==> src/hw/rtl/gmc_pkg.sv <==
// gmc_pkg: shared constants and types for the grid monotone chain DP core.
// No dependencies; used by grid_monotone_chain_dp_core.
package gmc_pkg;

    localparam int DEF_MAX_POINTS = 32;

    localparam int VAL_W   = 17;   // stored cell index width
    localparam int CELL_W  = 16;   // emitted cell index width
    localparam int WAYS_W  = 32;
    localparam int PTS_W   = 6;
    localparam int RANK_W  = 8;
    localparam int GRID_W  = 8;
    localparam int DIV_STEPS = VAL_W;

    localparam logic OP_ADD    = 1'b0;
    localparam logic OP_FINISH = 1'b1;

    localparam logic KIND_SUMMARY = 1'b0;
    localparam logic KIND_CELL    = 1'b1;

    localparam logic REG_ROWS = 1'b0;
    localparam logic REG_COLS = 1'b1;

    typedef enum logic [4:0] {
        S_IDLE,
        S_SENT0,
        S_SORT_I,
        S_SORT_V,
        S_SORT_CMP,
        S_SORT_PUT,
        S_RK_RD,
        S_RK_LD,
        S_RK_DIV,
        S_DP_I,
        S_DP_LI,
        S_DP_J,
        S_BT_RD0,
        S_BT_L0,
        S_BT_RD,
        S_BT_WR,
        S_EM_WAIT,
        S_EM_LD
    } t_state;

endpackage

==> src/hw/rtl/grid_monotone_chain_dp_core.sv <==
// Add word: accepted, no result. Finish word: writes both sentinels, then runs an
// insertion sort, a column rank pass over every entry (one bit of a shared
// restoring divider per cycle), the DP, a backtrack over the chain points, and
// then emits the summary and cell words.
// One word at a time.
// Reset (sync, active low): grid 1x1, empty point set, flags clear, idle.
// Depends on gmc_pkg.
module grid_monotone_chain_dp_core #(
    parameter int MAX_POINTS = gmc_pkg::DEF_MAX_POINTS
) (
    input  logic        i_clk,
    input  logic        i_rst_n,
    // input stream
    input  logic        s_axis_tvalid,
    output logic        s_axis_tready,
    input  logic [15:0] s_axis_tdata,   // [7:0] point_row, [15:8] point_col
    input  logic        s_axis_tuser,   // [0] opcode
    // output stream
    output logic        m_axis_tvalid,
    input  logic        m_axis_tready,
    output logic [55:0] m_axis_tdata,   // [5:0] chain_points, [37:6] chain_ways,
                                        // [38] overflowed, [54:39] cell_index
    output logic        m_axis_tuser,   // [0] item_kind
    output logic        m_axis_tlast,   // last_item
    // configuration
    input  logic        psel,
    input  logic        penable,
    input  logic        pwrite,
    input  logic [2:0]  paddr,
    input  logic [31:0] pwdata,
    output logic [31:0] prdata,
    output logic        pready
);

    localparam int SLOTS = MAX_POINTS + 2;
    localparam int AW    = $clog2(SLOTS);       // entry address
    localparam int CW    = $clog2(SLOTS + 1);   // counts up to SLOTS
    localparam int TW    = $clog2(MAX_POINTS + 1);
    localparam int VW    = gmc_pkg::VAL_W;
    localparam int WW    = gmc_pkg::WAYS_W;
    localparam int RW    = gmc_pkg::RANK_W;
    localparam int DPW   = AW + WW + AW;        // {length, ways, predecessor}

    // ---------------- configuration registers ----------------
    logic [7:0] r_rows, r_cols;
    logic       w_cfg_wr;
    logic [7:0] w_cols;

    assign pready   = 1'b1;
    assign w_cfg_wr = psel & penable & pwrite;
    assign prdata   = (paddr[2] == gmc_pkg::REG_COLS) ? {24'd0, r_cols} : {24'd0, r_rows};
    assign w_cols   = (r_cols == 8'd0) ? 8'd1 : r_cols;   // zero columns acts as one

    always_ff @(posedge i_clk) begin
        if (!i_rst_n) begin
            r_rows <= 8'd1;
            r_cols <= 8'd1;
        end else if (w_cfg_wr) begin
            if (paddr[2] == gmc_pkg::REG_ROWS) r_rows <= pwdata[7:0];
            else                               r_cols <= pwdata[7:0];
        end
    end

    // ---------------- memories ----------------
    // point store, DP record and column rank share one read address.
    logic [VW-1:0]     m_store [SLOTS];
    logic [DPW-1:0]    m_dp    [SLOTS];
    logic [RW-1:0]     m_rank  [SLOTS];
    logic [gmc_pkg::CELL_W-1:0] m_chain [SLOTS];

    logic [AW-1:0]     w_raddr, w_ch_raddr;
    logic              w_st_we, w_dp_we, w_rk_we, w_ch_we;
    logic [AW-1:0]     w_st_waddr, w_dp_waddr, w_rk_waddr, w_ch_waddr;
    logic [VW-1:0]     w_st_wdata;
    logic [DPW-1:0]    w_dp_wdata;
    logic [RW-1:0]     w_rk_wdata;
    logic [gmc_pkg::CELL_W-1:0] w_ch_wdata;

    logic [VW-1:0]     r_st_q;
    logic [DPW-1:0]    r_dp_q;
    logic [RW-1:0]     r_rk_q;
    logic [gmc_pkg::CELL_W-1:0] r_ch_q;

    always_ff @(posedge i_clk) begin
        if (w_st_we) m_store[w_st_waddr] <= w_st_wdata;
        r_st_q <= m_store[w_raddr];
    end

    always_ff @(posedge i_clk) begin
        if (w_dp_we) m_dp[w_dp_waddr] <= w_dp_wdata;
        r_dp_q <= m_dp[w_raddr];
    end

    always_ff @(posedge i_clk) begin
        if (w_rk_we) m_rank[w_rk_waddr] <= w_rk_wdata;
        r_rk_q <= m_rank[w_raddr];
    end

    always_ff @(posedge i_clk) begin
        if (w_ch_we) m_chain[w_ch_waddr] <= w_ch_wdata;
        r_ch_q <= m_chain[w_ch_raddr];
    end

    // DP record read fields
    logic [AW-1:0] w_q_len, w_q_pred;
    logic [WW-1:0] w_q_ways;
    assign w_q_len  = r_dp_q[DPW-1 -: AW];
    assign w_q_ways = r_dp_q[AW +: WW];
    assign w_q_pred = r_dp_q[AW-1:0];

    // ---------------- control and datapath registers ----------------
    gmc_pkg::t_state r_state, n_state;
    logic [TW-1:0] r_total, n_total;
    logic          r_ovf, n_ovf;
    logic [CW-1:0] r_n, n_n;          // entries including sentinels
    logic [CW-1:0] r_i, n_i;          // outer index (sort, rank, DP)
    logic [CW-1:0] r_j, n_j;          // inner index
    logic [CW-1:0] r_cnt, n_cnt;      // chain length / emit countdown
    logic [AW-1:0] r_k, n_k;          // backtrack cursor
    logic [VW-1:0] r_v, n_v;          // sort key
    logic [VW-1:0] r_div, n_div;      // divider dividend shift
    logic [RW-1:0] r_rem, n_rem;      // divider remainder
    logic [4:0]    r_bit, n_bit;
    logic [AW-1:0] r_li, n_li;
    logic [WW-1:0] r_wi, n_wi;
    logic [RW-1:0] r_ci, n_ci;
    logic          r_ovalid, n_ovalid;
    logic          r_o_kind, n_o_kind;
    logic [gmc_pkg::PTS_W-1:0] r_o_pts, n_o_pts;
    logic [WW-1:0] r_o_ways, n_o_ways;
    logic          r_o_ovf, n_o_ovf;
    logic [gmc_pkg::CELL_W-1:0] r_o_cell, n_o_cell;
    logic          r_o_last, n_o_last;

    always_ff @(posedge i_clk) begin
        if (!i_rst_n) begin
            r_state  <= gmc_pkg::S_IDLE;
            r_total  <= '0;
            r_ovf    <= 1'b0;
            r_ovalid <= 1'b0;
        end else begin
            r_state  <= n_state;
            r_total  <= n_total;
            r_ovf    <= n_ovf;
            r_ovalid <= n_ovalid;
        end
    end

    always_ff @(posedge i_clk) begin
        r_n      <= n_n;
        r_i      <= n_i;
        r_j      <= n_j;
        r_cnt    <= n_cnt;
        r_k      <= n_k;
        r_v      <= n_v;
        r_div    <= n_div;
        r_rem    <= n_rem;
        r_bit    <= n_bit;
        r_li     <= n_li;
        r_wi     <= n_wi;
        r_ci     <= n_ci;
        r_o_kind <= n_o_kind;
        r_o_pts  <= n_o_pts;
        r_o_ways <= n_o_ways;
        r_o_ovf  <= n_o_ovf;
        r_o_cell <= n_o_cell;
        r_o_last <= n_o_last;
    end

    // ---------------- combinational helpers ----------------
    logic [7:0]    w_row, w_col;
    logic          w_pt_ok;
    logic [VW-1:0] w_cell, w_end;
    assign w_row   = s_axis_tdata[7:0];
    assign w_col   = s_axis_tdata[15:8];
    assign w_pt_ok = (w_row != 8'd0) && (w_row <= r_rows) &&
                     (w_col != 8'd0) && (w_col <= w_cols);
    // (row-1)*cols + col
    assign w_cell  = VW'(16'(w_row - 8'd1) * 16'(w_cols)) + VW'(w_col);
    // end sentinel (rows+1)*cols, always in the last column
    assign w_end   = VW'(9'({1'b0, r_rows} + 9'd1)) * VW'(w_cols);

    // one restoring divider step: remainder of (v-1) mod cols
    logic [RW:0]   w_rem_sh;
    logic [RW-1:0] w_rem_nx;
    assign w_rem_sh = {r_rem, r_div[VW-1]};
    assign w_rem_nx = (w_rem_sh >= {1'b0, w_cols}) ? RW'(w_rem_sh - {1'b0, w_cols})
                                                    : w_rem_sh[RW-1:0];

    // DP relaxation terms
    logic [AW-1:0] w_li1;
    logic [WW:0]   w_sum;
    logic [WW-1:0] w_sat;
    assign w_li1 = r_li + AW'(1);
    assign w_sum = {1'b0, w_q_ways} + {1'b0, r_wi};
    assign w_sat = w_sum[WW] ? {WW{1'b1}} : w_sum[WW-1:0];

    logic [DPW-1:0] w_dp_init;
    assign w_dp_init = {AW'(0), WW'(1), AW'(0)};

    logic w_s_acc, w_m_acc;
    assign s_axis_tready = (r_state == gmc_pkg::S_IDLE);
    assign w_s_acc = s_axis_tvalid & s_axis_tready;
    assign w_m_acc = r_ovalid & m_axis_tready;

    // ---------------- sequencer ----------------
    always_comb begin
        n_state  = r_state;
        n_total  = r_total;
        n_ovf    = r_ovf;
        n_n      = r_n;
        n_i      = r_i;
        n_j      = r_j;
        n_cnt    = r_cnt;
        n_k      = r_k;
        n_v      = r_v;
        n_div    = r_div;
        n_rem    = r_rem;
        n_bit    = r_bit;
        n_li     = r_li;
        n_wi     = r_wi;
        n_ci     = r_ci;
        n_ovalid = r_ovalid;
        n_o_kind = r_o_kind;
        n_o_pts  = r_o_pts;
        n_o_ways = r_o_ways;
        n_o_ovf  = r_o_ovf;
        n_o_cell = r_o_cell;
        n_o_last = r_o_last;

        w_raddr    = '0;
        w_ch_raddr = '0;
        w_st_we    = 1'b0;
        w_st_waddr = '0;
        w_st_wdata = '0;
        w_dp_we    = 1'b0;
        w_dp_waddr = '0;
        w_dp_wdata = w_dp_init;
        w_rk_we    = 1'b0;
        w_rk_waddr = '0;
        w_rk_wdata = '0;
        w_ch_we    = 1'b0;
        w_ch_waddr = '0;
        w_ch_wdata = '0;

        unique case (r_state)
            gmc_pkg::S_IDLE: begin
                if (w_s_acc) begin
                    if (s_axis_tuser == gmc_pkg::OP_FINISH) begin
                        n_n        = CW'(r_total) + CW'(2);
                        w_st_we    = 1'b1;
                        w_st_waddr = AW'(CW'(r_total) + CW'(1));
                        w_st_wdata = w_end;
                        n_total    = '0;
                        n_state    = gmc_pkg::S_SENT0;
                    end else if (w_pt_ok) begin
                        if (r_total >= TW'(MAX_POINTS)) begin
                            n_ovf = 1'b1;   // capacity full: drop and flag
                        end else begin
                            w_st_we    = 1'b1;
                            w_st_waddr = AW'(CW'(r_total) + CW'(1));
                            w_st_wdata = w_cell;
                            n_total    = r_total + TW'(1);
                        end
                    end
                end
            end
            gmc_pkg::S_SENT0: begin
                w_st_we    = 1'b1;
                w_st_waddr = '0;
                w_st_wdata = '0;
                n_i        = CW'(2);
                n_state    = gmc_pkg::S_SORT_I;
            end
            gmc_pkg::S_SORT_I: begin
                if (r_i >= r_n) begin
                    n_i     = '0;
                    n_state = gmc_pkg::S_RK_RD;
                end else begin
                    w_raddr = AW'(r_i);
                    n_state = gmc_pkg::S_SORT_V;
                end
            end
            gmc_pkg::S_SORT_V: begin
                n_v     = r_st_q;
                n_j     = r_i;
                w_raddr = AW'(r_i - CW'(1));
                n_state = gmc_pkg::S_SORT_CMP;
            end
            gmc_pkg::S_SORT_CMP: begin
                w_st_we    = 1'b1;
                w_st_waddr = AW'(r_j);
                if (r_st_q > r_v) begin
                    w_st_wdata = r_st_q;   // shift up one slot
                    n_j        = r_j - CW'(1);
                    if (r_j - CW'(1) > CW'(1)) begin
                        w_raddr = AW'(r_j - CW'(2));
                    end else begin
                        n_state = gmc_pkg::S_SORT_PUT;
                    end
                end else begin
                    w_st_wdata = r_v;
                    n_i        = r_i + CW'(1);
                    n_state    = gmc_pkg::S_SORT_I;
                end
            end
            gmc_pkg::S_SORT_PUT: begin
                w_st_we    = 1'b1;
                w_st_waddr = AW'(r_j);
                w_st_wdata = r_v;
                n_i        = r_i + CW'(1);
                n_state    = gmc_pkg::S_SORT_I;
            end
            gmc_pkg::S_RK_RD: begin
                if (r_i >= r_n) begin
                    n_i     = '0;
                    n_state = gmc_pkg::S_DP_I;
                end else begin
                    w_raddr = AW'(r_i);
                    n_state = gmc_pkg::S_RK_LD;
                end
            end
            gmc_pkg::S_RK_LD: begin
                if (r_st_q == '0) begin
                    // start sentinel ranks below every column
                    w_rk_we    = 1'b1;
                    w_rk_waddr = AW'(r_i);
                    w_rk_wdata = '0;
                    w_dp_we    = 1'b1;
                    w_dp_waddr = AW'(r_i);
                    n_i        = r_i + CW'(1);
                    n_state    = gmc_pkg::S_RK_RD;
                end else begin
                    n_div   = r_st_q - VW'(1);
                    n_rem   = '0;
                    n_bit   = '0;
                    n_state = gmc_pkg::S_RK_DIV;
                end
            end
            gmc_pkg::S_RK_DIV: begin
                n_rem = w_rem_nx;
                n_div = {r_div[VW-2:0], 1'b0};
                n_bit = r_bit + 5'd1;
                if (r_bit == 5'(gmc_pkg::DIV_STEPS - 1)) begin
                    w_rk_we    = 1'b1;
                    w_rk_waddr = AW'(r_i);
                    w_rk_wdata = w_rem_nx + RW'(1);
                    w_dp_we    = 1'b1;
                    w_dp_waddr = AW'(r_i);
                    n_i        = r_i + CW'(1);
                    n_state    = gmc_pkg::S_RK_RD;
                end
            end
            gmc_pkg::S_DP_I: begin
                if (r_i + CW'(1) >= r_n) begin
                    n_state = gmc_pkg::S_BT_RD0;
                end else begin
                    w_raddr = AW'(r_i);
                    n_j     = r_i + CW'(1);
                    n_state = gmc_pkg::S_DP_LI;
                end
            end
            gmc_pkg::S_DP_LI: begin
                n_li    = w_q_len;
                n_wi    = w_q_ways;
                n_ci    = r_rk_q;
                w_raddr = AW'(r_j);
                n_state = gmc_pkg::S_DP_J;
            end
            gmc_pkg::S_DP_J: begin
                // relax entry j from entry i; the next j is read meanwhile
                w_dp_waddr = AW'(r_j);
                if (r_rk_q >= r_ci) begin
                    if (w_li1 > w_q_len) begin
                        w_dp_we    = 1'b1;
                        w_dp_wdata = {w_li1, r_wi, AW'(r_i)};
                    end else if (w_li1 == w_q_len) begin
                        w_dp_we    = 1'b1;
                        w_dp_wdata = {w_q_len, w_sat, w_q_pred};
                    end
                end
                if (r_j + CW'(1) < r_n) begin
                    n_j     = r_j + CW'(1);
                    w_raddr = AW'(r_j + CW'(1));
                end else begin
                    n_i     = r_i + CW'(1);
                    n_state = gmc_pkg::S_DP_I;
                end
            end
            gmc_pkg::S_BT_RD0: begin
                w_raddr = AW'(r_n - CW'(1));
                n_state = gmc_pkg::S_BT_L0;
            end
            gmc_pkg::S_BT_L0: begin
                n_o_pts  = gmc_pkg::PTS_W'(w_q_len - AW'(1));
                n_o_ways = w_q_ways;
                n_k      = w_q_pred;
                n_cnt    = '0;
                n_state  = gmc_pkg::S_BT_RD;
            end
            gmc_pkg::S_BT_RD: begin
                if (r_k == '0) begin
                    n_o_kind = gmc_pkg::KIND_SUMMARY;
                    n_o_ovf  = r_ovf;
                    n_o_cell = '0;
                    n_o_last = (r_cnt == '0);
                    n_ovalid = 1'b1;
                    n_ovf    = 1'b0;
                    n_state  = gmc_pkg::S_EM_WAIT;
                end else begin
                    w_raddr = r_k;
                    n_state = gmc_pkg::S_BT_WR;
                end
            end
            gmc_pkg::S_BT_WR: begin
                // chain collected back to front
                w_ch_we    = 1'b1;
                w_ch_waddr = AW'(r_cnt);
                w_ch_wdata = r_st_q[gmc_pkg::CELL_W-1:0];
                n_cnt      = r_cnt + CW'(1);
                n_k        = w_q_pred;
                n_state    = gmc_pkg::S_BT_RD;
            end
            gmc_pkg::S_EM_WAIT: begin
                if (w_m_acc) begin
                    n_ovalid = 1'b0;
                    if (r_cnt == '0) begin
                        n_state = gmc_pkg::S_IDLE;
                    end else begin
                        w_ch_raddr = AW'(r_cnt - CW'(1));
                        n_state    = gmc_pkg::S_EM_LD;
                    end
                end
            end
            gmc_pkg::S_EM_LD: begin
                n_o_kind = gmc_pkg::KIND_CELL;
                n_o_pts  = '0;
                n_o_ways = '0;
                n_o_ovf  = 1'b0;
                n_o_cell = r_ch_q;
                n_o_last = (r_cnt == CW'(1));
                n_cnt    = r_cnt - CW'(1);
                n_ovalid = 1'b1;
                n_state  = gmc_pkg::S_EM_WAIT;
            end
            default: begin
                n_state = gmc_pkg::S_IDLE;
            end
        endcase
    end

    // ---------------- output port ----------------
    assign m_axis_tvalid = r_ovalid;
    assign m_axis_tuser  = r_o_kind;
    assign m_axis_tlast  = r_o_last;
    assign m_axis_tdata  = {1'b0, r_o_cell, r_o_ovf, r_o_ways, r_o_pts};

    // ---------------- assertions ----------------
    a_valid_only_emit: assert property (@(posedge i_clk) disable iff (!i_rst_n)
        r_ovalid |-> (r_state == gmc_pkg::S_EM_WAIT))
        else $error("output valid outside emit wait");

    a_total_bound: assert property (@(posedge i_clk) disable iff (!i_rst_n)
        r_total <= TW'(MAX_POINTS))
        else $error("point count beyond capacity");

    a_last_to_idle: assert property (@(posedge i_clk) disable iff (!i_rst_n)
        (w_m_acc && r_o_last) |=> (r_state == gmc_pkg::S_IDLE))
        else $error("not idle after last word");

    a_sum_first: assert property (@(posedge i_clk) disable iff (!i_rst_n)
        $rose(r_ovalid) && $past(r_state == gmc_pkg::S_BT_RD)
            |-> (r_o_kind == gmc_pkg::KIND_SUMMARY))
        else $error("first word of a case is not a summary");

endmodule
==> config.mk <==
export PLATFORM = sky130hd
export DESIGN_NAME = grid_monotone_chain_dp_core
export DESIGN_NICKNAME = d
export VERILOG_FILES = /design/src/hw/rtl/gmc_pkg.sv /design/src/hw/rtl/grid_monotone_chain_dp_core.sv
export SDC_FILE = /design/constraint.sdc
export NUM_CORES = 2
export LEC_CHECK = 0
export BUFFER_PORTS_ARGS = -buffer_cell sky130_fd_sc_hd__buf_2
export CORE_ASPECT_RATIO = 0.7
export CORE_UTILIZATION = 30
export DETAILED_ROUTE_END_ITERATION = 6
export GPL_ROUTABILITY_DRIVEN = 0
export REMOVE_ABC_BUFFERS = 1
export SYNTH_ARGS = -nofsm -noshare
export SYNTH_HDL_FRONTEND = slang
export SYNTH_SLANG_ARGS = --single-unit
==> constraint.sdc <==
create_clock -name i_clk -period 9.88 [get_ports i_clk]
set_input_delay 0.988 -clock i_clk [delete_from_list [all_inputs] [get_ports i_clk]]
set_output_delay 0.988 -clock i_clk [all_outputs]
set_load 0.005 [all_outputs]
# Word-level counts from Yosys, hierarchy flattened

Memories as Yosys holds them, arrays and structs flattened. A register that Yosys moved wholly into a read port is not among the register bits.
Cells that the tools add are included.

Memory bits (writable): 2890
Memories: 4
Bits in registers: 209
Input port bits: 59

Reduce and logical (&&, ||, !) cells: 35
Multiplexer cells: 109
Equality and inequality tests: 37
Multipliers: 2
Add/sub/neg operators: 20
$lt $le $gt $ge: 11
Bitwise operators: 5

Memories:

| name    | words | bits a word | rd ports | clocked after Yosys merged registers in | wr ports | RTL line                          | text |
|---|---|---|---|---|---|---|---|
| m_dp    | 34    | 44          | 1        | 1                                       | 1        | grid_monotone_chain_dp_core.sv:67 | `logic [DPW-1:0] m_dp [SLOTS];` |
| m_store | 34    | 17          | 1        | 1                                       | 1        | grid_monotone_chain_dp_core.sv:66 | `logic [VW-1:0] m_store [SLOTS];` |
| m_chain | 34    | 16          | 1        | 1                                       | 1        | grid_monotone_chain_dp_core.sv:69 | `logic [gmc_pkg::CELL_W-1:0] m_chain [SLOTS];` |
| m_rank  | 34    | 8           | 1        | 1                                       | 1        | grid_monotone_chain_dp_core.sv:68 | `logic [RW-1:0] m_rank [SLOTS];` |

Operator list:

| kind                  | count |
|---|---|
| $mux W44              | 4 |
| $mux W6               | 26 |
| $mux W17              | 6 |
| $pmux W5 S16          | 1 |
| $pmux W32 S2          | 1 |
| $pmux W17 S3          | 1 |
| $mux W5               | 10 |
| $mux W8               | 6 |
| $pmux W6 S8           | 1 |
| $pmux W6 S7           | 1 |
| $eq A5 B4 Y1 const B  | 8 |
| $pmux W6 S2           | 3 |
| $pmux W6 S3           | 2 |
| $pmux W17 S2          | 1 |
| $add A32 B32 Y33      | 1 |
| $mux W16              | 2 |
| $mux W32              | 1 |
| $pmux W16 S2          | 1 |
| $add A6 B1 Y6 const B | 5 |
| $sub A6 B1 Y6 const B | 5 |
| $mux W1               | 27 |
| $ne A2 B2 Y1 const B  | 12 |
| $pmux W6 S4           | 1 |
| $eq A5 B3 Y1 const B  | 4 |
| 52 further kinds      | 89 |

# Logic depth before layout (Yosys ltp)

Depth after elaboration: 10
Depth in mapped cells: 25

# Worst setup path after synthesis

Ideal clock, no wire load.

Kind: input to register
Start: in s_axis_tdata[0]
End: mem m_store[0][15] in the netlist's numbering, data pin
Library setup time: 0.483 ns
Arrival: 7.427 ns
Slack: 1.970 ns
Buffers on the path: 1
Stages: 24
Data required time: 9.397 ns
Cells stage by stage: clkbuf_1 -> inv_1 -> ha_1 -> nand2_1 -> nor3_1 -> xor2_1 -> nand2_1 -> fa_1 -> inv_1 -> fa_1 -> inv_1 -> fa_1 -> fa_1 -> inv_1 -> ha_1 -> a21o_1 -> a21o_1 -> a21o_1 -> a21o_1 -> a211oi_1 -> o21ai_0 -> xor2_1 -> nor2_1 -> o31ai_1

Word-level cells in the longest chain between the ends: 8
Elaborated cells between the ends (all ways): 13

RTL lines:

| element                                                | RTL line                                                               | text |
|---|---|---|
| start, declared                                        | grid_monotone_chain_dp_core.sv:16                                      | `input logic [15:0] s_axis_tdata,` |
| $sub A8 B1 Y9, or another cell as far along            | grid_monotone_chain_dp_core.sv:179                                     | `assign w_cell = VW'(16'(w_row - 8'd1) * 16'(w_cols)) + VW'(w_col);` |
| $mul A16 B8 Y17 or $logic_and A1 B1 Y1 (tied branches) | grid_monotone_chain_dp_core.sv:179, grid_monotone_chain_dp_core.sv:176 |  |
| $add A17 B8 Y17 or $logic_and A1 B1 Y1 (tied branches) | grid_monotone_chain_dp_core.sv:179, grid_monotone_chain_dp_core.sv:176 |  |
| $mux W17 or $logic_and A1 B1 Y1 (tied branches)        | grid_monotone_chain_dp_core.sv:257, grid_monotone_chain_dp_core.sv:177 |  |
| $mux W17 *                                             | grid_monotone_chain_dp_core.sv:256                                     | `end else if (w_pt_ok) begin` |
| $mux W17 *                                             | grid_monotone_chain_dp_core.sv:249                                     | `if (s_axis_tuser == gmc_pkg::OP_FINISH) begin` |
| $mux W17 *                                             | grid_monotone_chain_dp_core.sv:248                                     | `if (w_s_acc) begin` |
| $pmux W17 S3 *                                         | grid_monotone_chain_dp_core.sv:246                                     | `unique case (r_state)` |
| named net w_st_wdata[15]                               | grid_monotone_chain_dp_core.sv:74                                      | `logic [VW-1:0] w_st_wdata;` |
| end, declared                                          | grid_monotone_chain_dp_core.sv:66                                      |  |

The timed path passes the listed nets; every way through them passes the cells marked *.

# Worst setup path after layout

Start: reg r_cols[4]
End: mem m_store[23][15] in the netlist's numbering, data pin

Word-level cells in the longest chain between the ends: 9
Elaborated cells between the ends (all ways): 12

RTL lines:

| element                  | RTL line                           | text |
|---|---|---|
| start, declared          | grid_monotone_chain_dp_core.sv:45  | `logic [7:0] r_rows, r_cols;` |
| start signal, assigned   | grid_monotone_chain_dp_core.sv:60  | `else r_cols <= pwdata[7:0];` |
| $logic_not A8 Y1         | grid_monotone_chain_dp_core.sv:52  | `assign w_cols = (r_cols == 8'd0) ? 8'd1 : r_cols;` |
| $mux W8 *                | grid_monotone_chain_dp_core.sv:52  |  |
| $mul A16 B8 Y17          | grid_monotone_chain_dp_core.sv:179 |  |
| $add A17 B8 Y17          | grid_monotone_chain_dp_core.sv:179 |  |
| $mux W17                 | grid_monotone_chain_dp_core.sv:257 | `if (r_total >= TW'(MAX_POINTS)) begin` |
| $mux W17                 | grid_monotone_chain_dp_core.sv:256 |  |
| $mux W17 *               | grid_monotone_chain_dp_core.sv:249 |  |
| $mux W17 *               | grid_monotone_chain_dp_core.sv:248 |  |
| $pmux W17 S3 *           | grid_monotone_chain_dp_core.sv:246 |  |
| named net w_st_wdata[15] | grid_monotone_chain_dp_core.sv:74  |  |

Marked as above.

==> flow_summary.toml <==
[sta]
clock.fmax_mhz = 137
setup_viol = 0
worst_slew_pin_slew_ps = 1410
drv_slew = 0
clock_skew_ps = 88.6
fin_crit_ps = 7320
grt_setup_unrepaired = "false"
report.final.hold_viol_count = 0
layout_setup_ws_ps = 2560
fin_crit_sh = 0.741
slew_headroom = 0.0586
fin_hold_ws_ps = 357
fin_setup_tns_ps = 0

[synth]
synth_top_area_frac = 0.681
synth_mux_area_frac = 0.0303
synthTopCellsByCount = "edfxtp_1 (3070), nand2_1 (1516), clkbuf_1 (489)"
synth-main-ff-cell = "edfxtp_1"
ys_types = 96
syn_area_per_cell_um2 = 13.9
synth_area_leaders = "edfxtp_1 (68%), nand2_1 (4.2%), mux4_2 (2.2%)"
synth-xor-area-share = 0.00848
yosysSeqAreaShare = 0.698
synth-async-reset-ratio = 0
synth_fa_ha_area_frac = 0.0344
synth_compound_area_frac = 0.0995
synth_edf_count = 3070
synth_top_family_by_area = "simple AND/OR/NAND/NOR gates"
synth_cells = 9705
synth.most_common_cell = "edfxtp_1"
yosys.area.top_type = "edfxtp_1"
synth-simple-area-share = 0.0997
syn_area_mm2 = 0.135
ys_ff_latch = 3184
yosysWarnings = 0

[setup_path]
cp-start-kind = "flip-flop"
slowest_delay_ps = 850
end_kind = "flip-flop"
critPathMaxFanout = 34
crit_chain = "nor4_1 -> a21oi_1 -> inv_1 -> and2_1 -> fa_1 -> ha_1 -> ha_1 -> inv_1 -> fa_1 -> inv_1 -> ha_1 -> fa_1 -> a21o_1 -> a21o_1 -> a21o_1 -> a21o_1 -> a21o_1 -> a211oi_1 -> o21ai_0 -> xor2_1 -> nor2_1 -> o31ai_4 -> buf_4"
r2r_end = "m_store[23][15]$_DFFE_PP_"
ff2ff_path_depth = 23
cpMostUsedCell = "a21o_1"
cp_slowest_cell = "dfxtp_1"
crit_arrival_ps = 7950
worstPathRequired_ps = 10510
timing.rr.start = "r_cols[4]$_SDFFE_PN0P_"
cpLargestDelayFamily = "compound AO/OA/AOI/OAI gates"
reg2reg_setup_slack_ps = 2560
crit_type = "reg2reg"
path_buf_inv = 4

[worst_hold_path]
hp-start = "pwdata[0]"
holdCritPathClass = "in2reg"
hold_path_depth = 3
min_to = "r_rows[0]$_SDFFE_PN1P_"

[place]
place.port_buffers = 99
dpl-instance-area_mm2 = 0.144
place_ws_ps = 2240
dp_hpwl_um = 223000
place_inst = 15400

[global_routing]
grt_usage = 0.171
antenna_found_initial = 13
grt_pass1_wl_um = 576000
grt_max_degree = 153
grt_pass1_vias = 79000
grt.overflow.total = 0

[floorplan]
die_y_um = 564
io_pins = 152
rows = 205
core_area_mm2 = 0.447
start_util = 0.303
die_x_um = 805
die_area_mm2 = 0.454

[clock_network]
clock_latency_ps = 930
cts_tree = "yes"
cts_root_buf = "clkbuf_16"
post_cts_buffers = 0
cts.htree.levels = 5
cts_buffers = 291
path_clk_slew_ps = 70
ctsResizeCount = 0
cts.sinks = 3184
hold_buffers = 0
clk_path_buf_depth = 4

[layout]
instances_no_fill = 16000
fin_nets = 10100
multi_input_area_mm2 = 0.0381
register_area_mm2 = 0.0945
design_area_mm2 = 0.153
fillerInstances = 43000
drive_above_1_share = 0.116
fin_util = 0.343
area.growth.synth_to_final_pct = 13.3

[detailed_routing]
drc = 0
avgViaCountPerCell = 5.33
wl_per_cell_um = 25.2
wl_um = 402000
initialDrtViolationCount = 12100
ant_nets = 0
vias = 85100
drtPass1Iterations = 6

[power]
total_power_mw = 27.1
power.density_mw_per_mm2 = 177
leakage_nw = 52.1
peakVddDrop_mv = 0.143

[run]
max_cap_violations = 0

[status]
status = "completed"
## how the worst max path moves through the flow
stage / start / depth (start not counted) / slack (ps) / to
after floorplan: r_i[0]$_DFFE_PP_ / 13 / -12690 / r_dp_q[13]$_DFF_P_
after global placement: s_axis_tdata[0] / 25 / 2220 / m_store[26][15]$_DFFE_PP_
after detailed placement: s_axis_tdata[0] / 23 / 2240 / m_store[21][16]$_DFFE_PP_
after CTS: r_cols[4]$_SDFFE_PN0P_ / 23 / 2640 / m_store[6][15]$_DFFE_PP_
after global routing: r_cols[4]$_SDFFE_PN0P_ / 23 / 2080 / m_store[2][15]$_DFFE_PP_
final: r_cols[4]$_SDFFE_PN0P_ / 23 / 2560 / m_store[23][15]$_DFFE_PP_
## cells in the final DEF, fill, tap and decap left out, types with 147 or more instances in the layout
cell       netlist  routed
edfxtp_1      3070    3070
nand2_1       1516    1512
a21oi_1        453     438
and3_1         341     338
a211oi_1       366     336
nand3_1        322     320
clkbuf_16        0     298
buf_4           44     280
inv_1          274     273
nor2_1         304     240
o21ai_0        209     194
ha_1           193     193
a311oi_1       159     159
or3_1          149     147
## registers in the layout, summed over array words and instances, names as in the netlist, 17 cells and up
| register | count |
|---|---|
| r_st_q | 17 |
| r_dp_q | 44 |
| r_wi | 32 |
| m_dp | 1496 |
| m_store | 578 |
| r_o_ways | 32 |
| m_chain | 544 |
| m_rank | 272 |
| r_v | 17 |
| r_div | 17 |
## final cells by class
cell class / count / share of cell area
well taps: 6003 / 0.0490
clock buffers: 374 / 0.0514
multi-input cells: 5590 / 0.249
inverters: 275 / 0.00675
clock inverters: 140 / 0.00877
flip-flops and latches: 3184 / 0.616
repair buffers: 396 / 0.0192
diodes: 4 / 0.0000653
## power by group
| part | total [mW] | internal (mW) | switching (mW) |
|---|---|---|---|
| Clock | 11.3 | 6.20 | 5.13 |
| Combinational | 0.988 | 0.316 | 0.673 |
| Sequential | 14.8 | 14.7 | 0.112 |
## logic make-up after synthesis
logic type | Yosys count
XOR/XNOR | 131
adder cells (fa/ha/maj) | 305
AND/OR/NAND/NOR | 2942
other | 2
AO/OA/AOI/OAI | 1941
buffers and inverters | 955
flip-flops | 3184
multiplexers | 245
## worst min-delay path, cell delays in order
cell,delay (ps)
buf_2,90
nand2_1,40
nand3_1,70
## metal layers
| metal | global-route usage | wire (um) | vias to the layer above |
|---|---|---|---|
| met3 | 0.0368 | 43200 | 495 |
| li1 | - | - | 37100 |
| met4 | 0.0336 | 8210 | 4 |
| met1 | 0.268 | 184000 | 43300 |
| met5 | 0 | 27 | - |
| met2 | 0.240 | 166000 | 4299 |
Power figures use the tool's default switching activity.
